==> config.mk <==
export PLATFORM = sky130hd
export DESIGN_NAME = sorted_priority_queue
export DESIGN_NICKNAME = d
export VERILOG_FILES = /design/src/rtl/core/spq_pkg.sv /design/src/rtl/core/spq_ctrl.sv /design/src/rtl/core/spq_datapath.sv /design/src/rtl/core/sorted_priority_queue.sv
export SDC_FILE = /design/constraint.sdc
export NUM_CORES = 1
export LEC_CHECK = 0
export BUFFER_PORTS_ARGS = -buffer_cell sky130_fd_sc_hd__buf_4
export CAP_MARGIN = 5
export CELL_PAD_IN_SITES_DETAIL_PLACEMENT = 2
export CELL_PAD_IN_SITES_GLOBAL_PLACEMENT = 2
export CORE_ASPECT_RATIO = 1.4
export CORE_UTILIZATION = 43
export DETAILED_ROUTE_END_ITERATION = 8
export PLACE_DENSITY_LB_ADDON = 0.1
export SETUP_SLACK_MARGIN = 0.05
export SLEW_MARGIN = 40
export SYNTH_ARGS = -nofsm -noshare
export SYNTH_HDL_FRONTEND = slang
export SYNTH_SLANG_ARGS = --single-unit
==> constraint.sdc <==
create_clock -name clock -period 4.6 [get_ports clock]
set_input_delay 0.23 -clock clock [delete_from_list [all_inputs] [get_ports clock]]
set_output_delay 0.23 -clock clock [all_outputs]
set_load 0.05 [all_outputs]
==> src/rtl/core/spq_pkg.sv <==
// Shared types and codes for the sorted priority queue.
// Used by the controller, the datapath, the top level and the checker.
package spq_pkg;

   // Result status codes.
   localparam logic [1:0] ST_INSERTED = 2'd0;
   localparam logic [1:0] ST_FULL     = 2'd1;
   localparam logic [1:0] ST_LISTED   = 2'd2;
   localparam logic [1:0] ST_EMPTY    = 2'd3;

   // Request kinds.
   localparam logic KIND_INSERT = 1'b0;
   localparam logic KIND_LIST   = 1'b1;

   // Commands from the controller to the datapath.
   typedef struct packed {
      logic insert;        // insert the request entry, or report full
      logic list_step;     // present the head entry and rotate the store
      logic report_empty;  // present the empty status
   } spq_cmd_type;

   // Status from the datapath to the controller.
   typedef struct packed {
      logic empty;    // no entry stored
      logic at_last;  // the head entry is the final one of this listing
   } spq_sts_type;

endpackage

==> src/rtl/core/spq_ctrl.sv <==
// Controller of the sorted priority queue: accepts requests and sequences listings.
// Depends on spq_pkg for the command and status types.
module spq_ctrl
   import spq_pkg::*;
(
   input  logic        clock,
   input  logic        reset,
   input  logic        start,
   input  logic        req_kind,
   input  spq_sts_type sts,
   output logic        busy,
   output spq_cmd_type cmd
);

   localparam logic S_IDLE = 1'b0;
   localparam logic S_LIST = 1'b1;

   logic state_ff;
   logic state_in;
   logic accept;

   assign busy   = (state_ff != S_IDLE);
   assign accept = start && !busy;

   always_comb begin
      state_in         = state_ff;
      cmd.insert       = 1'b0;
      cmd.list_step    = 1'b0;
      cmd.report_empty = 1'b0;
      unique case (state_ff)
         S_IDLE: begin
            if (accept) begin
               if (req_kind == KIND_INSERT) begin
                  cmd.insert = 1'b1;
               end else if (sts.empty) begin
                  cmd.report_empty = 1'b1;
               end else begin
                  // The step for the first entry is issued in the same cycle the request is taken.
                  cmd.list_step = 1'b1;
                  if (!sts.at_last) begin
                     state_in = S_LIST;
                  end
               end
            end
         end
         S_LIST: begin
            cmd.list_step = 1'b1;
            if (sts.at_last) begin
               state_in = S_IDLE;
            end
         end
         default: begin
            state_in = S_IDLE;
         end
      endcase
   end

   always_ff @(posedge clock) begin
      if (reset) begin
         state_ff <= S_IDLE;
      end else begin
         state_ff <= state_in;
      end
   end

endmodule

==> src/rtl/core/spq_datapath.sv <==
// Datapath of the sorted priority queue: the sorted register array, fill count,
// listing index and result registers. Depends on spq_pkg.
module spq_datapath
   import spq_pkg::*;
#(
   parameter int QUEUE_DEPTH = 16
) (
   input  logic        clock,
   input  logic        reset,
   input  spq_cmd_type cmd,
   input  logic [7:0]  req_symbol,
   input  logic [7:0]  req_priority_req,
   output spq_sts_type sts,
   output logic        rsp_strobe,
   output logic [1:0]  rsp_status,
   output logic [7:0]  rsp_out_symbol,
   output logic [7:0]  rsp_out_priority,
   output logic        rsp_last
);

   localparam int CW = $clog2(QUEUE_DEPTH + 1);
   localparam int IW = $clog2(QUEUE_DEPTH);

   logic [7:0]    sym_ff [QUEUE_DEPTH];
   logic [7:0]    sym_in [QUEUE_DEPTH];
   logic [7:0]    pri_ff [QUEUE_DEPTH];
   logic [7:0]    pri_in [QUEUE_DEPTH];
   logic [CW-1:0] fill_ff;
   logic [CW-1:0] fill_in;
   logic [CW-1:0] fill_last;
   logic [IW-1:0] idx_ff;
   logic [IW-1:0] idx_in;
   logic          full;

   // A slot is at or after the insertion point when it is unused or holds a
   // larger priority; this is monotonic because the store is sorted.
   logic [QUEUE_DEPTH-1:0] after;

   logic       strobe_ff;
   logic       strobe_in;
   logic [1:0] status_ff;
   logic [1:0] status_in;
   logic [7:0] osym_ff;
   logic [7:0] osym_in;
   logic [7:0] opri_ff;
   logic [7:0] opri_in;
   logic       last_ff;
   logic       last_in;

   assign full        = (fill_ff == CW'(QUEUE_DEPTH));
   assign fill_last   = fill_ff - CW'(1);
   assign sts.empty   = (fill_ff == '0);
   assign sts.at_last = (CW'(idx_ff) == fill_last);

   always_comb begin
      for (int i = 0; i < QUEUE_DEPTH; i++) begin
         after[i] = (fill_ff <= CW'(i)) || (pri_ff[i] > req_priority_req);
      end
   end

   always_comb begin
      for (int i = 0; i < QUEUE_DEPTH; i++) begin
         sym_in[i] = sym_ff[i];
         pri_in[i] = pri_ff[i];
      end
      fill_in   = fill_ff;
      idx_in    = idx_ff;
      strobe_in = 1'b0;
      status_in = status_ff;
      osym_in   = osym_ff;
      opri_in   = opri_ff;
      last_in   = last_ff;

      if (cmd.insert) begin
         strobe_in = 1'b1;
         osym_in   = 8'd0;
         opri_in   = 8'd0;
         last_in   = 1'b1;
         if (full) begin
            status_in = ST_FULL;
         end else begin
            status_in = ST_INSERTED;
            fill_in   = fill_ff + CW'(1);
            if (after[0]) begin
               sym_in[0] = req_symbol;
               pri_in[0] = req_priority_req;
            end
            for (int i = 1; i < QUEUE_DEPTH; i++) begin
               if (after[i]) begin
                  if (after[i-1]) begin
                     sym_in[i] = sym_ff[i-1];
                     pri_in[i] = pri_ff[i-1];
                  end else begin
                     sym_in[i] = req_symbol;
                     pri_in[i] = req_priority_req;
                  end
               end
            end
         end
      end else if (cmd.report_empty) begin
         strobe_in = 1'b1;
         status_in = ST_EMPTY;
         osym_in   = 8'd0;
         opri_in   = 8'd0;
         last_in   = 1'b1;
      end else if (cmd.list_step) begin
         strobe_in = 1'b1;
         status_in = ST_LISTED;
         osym_in   = sym_ff[0];
         opri_in   = pri_ff[0];
         last_in   = sts.at_last;
         idx_in    = sts.at_last ? '0 : idx_ff + IW'(1);
         // Rotate the stored entries by one so the next one reaches the head.
         // After a full listing the original order is back in place.
         for (int i = 0; i < QUEUE_DEPTH - 1; i++) begin
            if (CW'(i) == fill_last) begin
               sym_in[i] = sym_ff[0];
               pri_in[i] = pri_ff[0];
            end else begin
               sym_in[i] = sym_ff[i+1];
               pri_in[i] = pri_ff[i+1];
            end
         end
         sym_in[QUEUE_DEPTH-1] = sym_ff[0];
         pri_in[QUEUE_DEPTH-1] = pri_ff[0];
      end
   end

   always_ff @(posedge clock) begin
      for (int i = 0; i < QUEUE_DEPTH; i++) begin
         sym_ff[i] <= sym_in[i];
         pri_ff[i] <= pri_in[i];
      end
      status_ff <= status_in;
      osym_ff   <= osym_in;
      opri_ff   <= opri_in;
      last_ff   <= last_in;
   end

   always_ff @(posedge clock) begin
      if (reset) begin
         fill_ff   <= '0;
         idx_ff    <= '0;
         strobe_ff <= 1'b0;
      end else begin
         fill_ff   <= fill_in;
         idx_ff    <= idx_in;
         strobe_ff <= strobe_in;
      end
   end

   assign rsp_strobe       = strobe_ff;
   assign rsp_status       = status_ff;
   assign rsp_out_symbol   = osym_ff;
   assign rsp_out_priority = opri_ff;
   assign rsp_last         = last_ff;

endmodule

==> src/rtl/core/sorted_priority_queue.sv <==
// Top level of the sorted priority queue: controller plus datapath.
// Depends on spq_pkg, spq_ctrl and spq_datapath.
//
// Holds up to QUEUE_DEPTH (symbol, priority) entries in ascending priority
// order, equal priorities in arrival order. A request is taken when start is
// high and busy is low. An insert is done in the cycle it is taken: all slots
// compare against the new priority in parallel and shift in one step, and its
// single status result shows on the next cycle. A list request produces one
// result per stored entry, one per cycle, starting the cycle after it is
// taken, or a single empty status when nothing is stored; the register array
// rotates one slot per result so the head slot always feeds the output. Busy
// stays high until the last listed result is registered, and a new request
// may be taken in the cycle that result is shown. Each result is valid for
// exactly one cycle with rsp_strobe high and must be captured then.
module sorted_priority_queue
   import spq_pkg::*;
#(
   parameter int QUEUE_DEPTH = 16
) (
   input  logic       clock,
   input  logic       reset,
   input  logic       start,
   output logic       busy,
   input  logic       req_kind,
   input  logic [7:0] req_symbol,
   input  logic [7:0] req_priority_req,
   output logic       rsp_strobe,
   output logic [1:0] rsp_status,
   output logic [7:0] rsp_out_symbol,
   output logic [7:0] rsp_out_priority,
   output logic       rsp_last
);

   spq_cmd_type cmd;
   spq_sts_type sts;

   spq_ctrl u_ctrl (
      .clock    (clock),
      .reset    (reset),
      .start    (start),
      .req_kind (req_kind),
      .sts      (sts),
      .busy     (busy),
      .cmd      (cmd)
   );

   spq_datapath #(
      .QUEUE_DEPTH (QUEUE_DEPTH)
   ) u_datapath (
      .clock            (clock),
      .reset            (reset),
      .cmd              (cmd),
      .req_symbol       (req_symbol),
      .req_priority_req (req_priority_req),
      .sts              (sts),
      .rsp_strobe       (rsp_strobe),
      .rsp_status       (rsp_status),
      .rsp_out_symbol   (rsp_out_symbol),
      .rsp_out_priority (rsp_out_priority),
      .rsp_last         (rsp_last)
   );

endmodule

==> reports/qor.yml <==
sta:
  slew_violations: 0
  period_needed_ns: 3.70
  fin_crit_sh: 0.804
  setup_viol: 0
  clock_skew_ns: 0.0115
  fmax_mhz: 270
  slew_headroom: 0.422
  tns_ns: 0
  rsz0062_at_grt: "no"
  tightestPinTransition_ns: 0.866
  hold_violations: 0
  setup_ws_ns: 0.900
synthesis:
  ys_ff_latch: 286
  synth_cells: 1863
  synth_xor_area_frac: 0.00493
  synth_top_cell_area_share: 0.402
  muxShareOfSynthArea: 0.131
  synth_top_area_cell: "edfxtp_1"
  synthTopCellsByArea: "edfxtp_1 40%, mux2i_1 11%, ha_1 8.8%, o221a_2 4.6%, a21oi_1 4.3%"
  seq_area_frac_synth: 0.431
  synth_edf_count: 258
  avgSynthCellArea_um2: 10.3
  ys_warn_count: 0
  synth_ff_type: "edfxtp_1"
  synth.net_count: 2019
  synth_area_mm2: 0.0193
  synthAdderAreaFrac: 0.0883
  synth_top_family_by_area: "compound AO/OA/AOI/OAI gates"
  synth.distinct_cells: 70
  synthArstFlopShare: 0
  synth_compound_area_frac: 0.180
  synth_simple_gate_area_frac: 0.123
drt:
  dr.first_iter.drc_count: 1486
  vias_per_cell: 6.92
  drc: 0
  wl_per_cell_um: 35.9
  wl_um: 89000
  dr.pass1.iters: 5
  ant_nets: 0
  vias: 17135
placement:
  io_buffers: 40
  dpl.cell_count: 2411
  pre_cts_slack_ns: 0.805
  globalplace.congestion: 0.946
  dp_hpwl_um: 65200
  post_dp_cell_area_mm2: 0.0206
power_and_ir_drop:
  p_leak_nw: 8.37
  p_switching_mw: 3.02
  pwr-share-clk: 0.317
  power_mw: 8.62
  p_per_area_mw_per_mm2: 397
  swShare: 0.351
  p_seq_frac: 0.420
  power_frac_comb: 0.262
  irDropWorstVdd_mv: 0.233
  p_int_mw: 5.59
global_route:
  antenna_found_initial: 0
  grt_busiest_layer: "met2"
  grtUsageTotal: 0.388
  grt_use_met1: 0.411
  use_met2: 0.674
  grt-ovfl-total: 0
  grt_pass1_vias: 18589
  grt_max_degree: 100
  grt_pass1_wl_um: 128000
  grtUsageMet3: 0.0519
floorplan:
  io_pins: 41
  initial_core_util: 0.436
  die_h_um: 253
  die_x_um: 181
  core-area_mm2: 0.0442
  row_count: 91
  dieArea_mm2: 0.0457
final_layout:
  final_cell_mix: "258 x edfxtp_1, 212 x mux2i_1, 161 x a21oi_1, 149 x nand2_1, 140 x nor2_1"
  fin_area_mm2: 0.0217
  syn2layout_area_growth_pct: 12.5
  drive_gt1_frac: 0.184
  n_antenna_cell: 0
  nets: 2048
  final_cells: 2475
  final_common_cell: "edfxtp_1"
clock_network:
  clk_pin_slew_ns: 0.06
  numCtsBuffers: 35
  clk_path_buf_depth: 3
  htree_levels: 2
  cts_resized: 0
  cts_setup_buffers: 0
  clock_sinks: 286
  cts_tree: "done"
  ctsRootBufferMaster: "clkbuf_16"
  clk_latency_ns: 0.54
critical_path:
  worstSetupEndpointType: "flip-flop"
  max_stage_delay_ns: 0.69
  arrival_ns: 3.98
  path_depth: 6
  path_class: "reg -> reg"
  path_cells: "nor3_1 > o21ai_0 > o21ai_0 > a21o_1 > nand2_1 > o221a_2"
  ff2ff_path_depth: 6
  crit_top_cell: "o21ai_0"
  required_ns: 4.88
  slowest_stage: "nand2_1"
  critPathTopFamily: "compound AO/OA/AOI/OAI gates"
  cp-start-kind: "flip-flop"
  critPathBufInv: 0
  crit_path_max_fanout: 18
run_status:
  outcome: "completed"
flow_run:
  cap_viol_max_count: 0
min_path:
  min_path_type: "in -> reg"
  min_path_cells: 3
[cell type report]
class,instances,area (µm²)
Fill cell,4526,22500
Multi-Input combinational cell,1386,10400
Sequential cell,286,8310
Timing Repair Buffer,132,1070
Clock buffer,45,943
Tap cell,558,698
Inverter,51,194
Clock inverter,17,125
[registers in the layout, indices dropped and copies added, names as in the netlist]
register and count:
u_ctrl.busy 1, u_datapath.idx_ff 4, u_datapath.rsp_last 1, u_datapath.sym_ff 128, u_datapath.fill_ff 5, u_datapath.rsp_out_priority 8
u_datapath.rsp_strobe 1, u_datapath.rsp_out_symbol 8, u_datapath.rsp_status 2, u_datapath.pri_ff 128
[synth_stat cells, types with 14 or more instances]
cell        n
dfxtp_1    28
mux2i_1   212
clkbuf_1   86
nand3_1    20
o21ai_0    54
nand2_1   153
mux2_4     16
ha_1      136
nor2b_1    19
o221a_2    79
inv_1      49
buf_2      32
a211oi_1   29
a21oi_1   167
nor2_1    155
mux2_2     14
a221oi_1   50
edfxtp_1  258
nand4_1    23
nor3_1    107
o31ai_1    33
[timing repair]
| action | in CTS | in global routing |
|---|---|---|
| hold buffers | 1 | 0 |
| endpoints found under the setup margin | 0 | 0 |
| endpoints found under the hold margin | 8 | 0 |
[stage by stage]
step / hold WS, ns / util
5_1_grt: 0.122 / 0.491
4_1_cts: 0.116 / 0.490
3_3_place_gp: 0.440 / 0.464
6_report: 0.131 / 0.491
3_5_place_dp: 0.454 / 0.466
2_1_floorplan: 0.415 / -
[power groups by stage]
stage / clock [mW] / sequential (mW) / combinational, mW
global route: 2.82 / 3.63 / 2.37
CTS: 2.74 / 3.61 / 2.21
detailed placement: 0 / 3.66 / 2.19
global placement: 0 / 3.65 / 2.05
floorplan: 0 / 3.56 / 1.27
finish: 2.73 / 3.62 / 2.26
[worst register-to-register path, cell delays in order (launching register included)]
cell and delay (ns):
dfxtp_1 0.53, nor3_1 0.58, o21ai_0 0.31, o21ai_0 0.16, a21o_1 0.65, nand2_1 0.69
o221a_2 0.53
[worst paths after layout]
path / from / to / slack [ns]
worst min register to register: u_datapath.rsp_out_priority[5]$_SDFFE_PP0P_ / u_datapath.rsp_out_priority[5]$_SDFFE_PP0P_ / 0.46
worst max register to register: u_datapath.fill_ff[3]$_SDFFE_PP0P_ / u_datapath.sym_ff[0][34]$_DFFE_PP_ / 0.90
worst max-delay path: u_datapath.fill_ff[3]$_SDFFE_PP0P_ / u_datapath.sym_ff[0][34]$_DFFE_PP_ / 0.90
worst min-delay path: req_symbol[4] / u_datapath.sym_ff[0][4]$_DFFE_PP_ / 0.13
[logic make-up after synthesis]
family / Yosys count
and+or+nand+nor: 520
xor gates and xnor gates: 10
adders and majority gates: 136
buffers and inverters: 191
muxes: 242
DFF: 286
AOI/OAI and AO/OA: 478
[metal layers]
metal / vias to the layer above / share of wire
li1: 7231 / -
met1: 8794 / 0.35
met2: 741 / 0.49
met3: 369 / 0.050
met4: 0 / 0.10
met5: - / 0
Note: power is estimated with default switching activity, not from simulation.
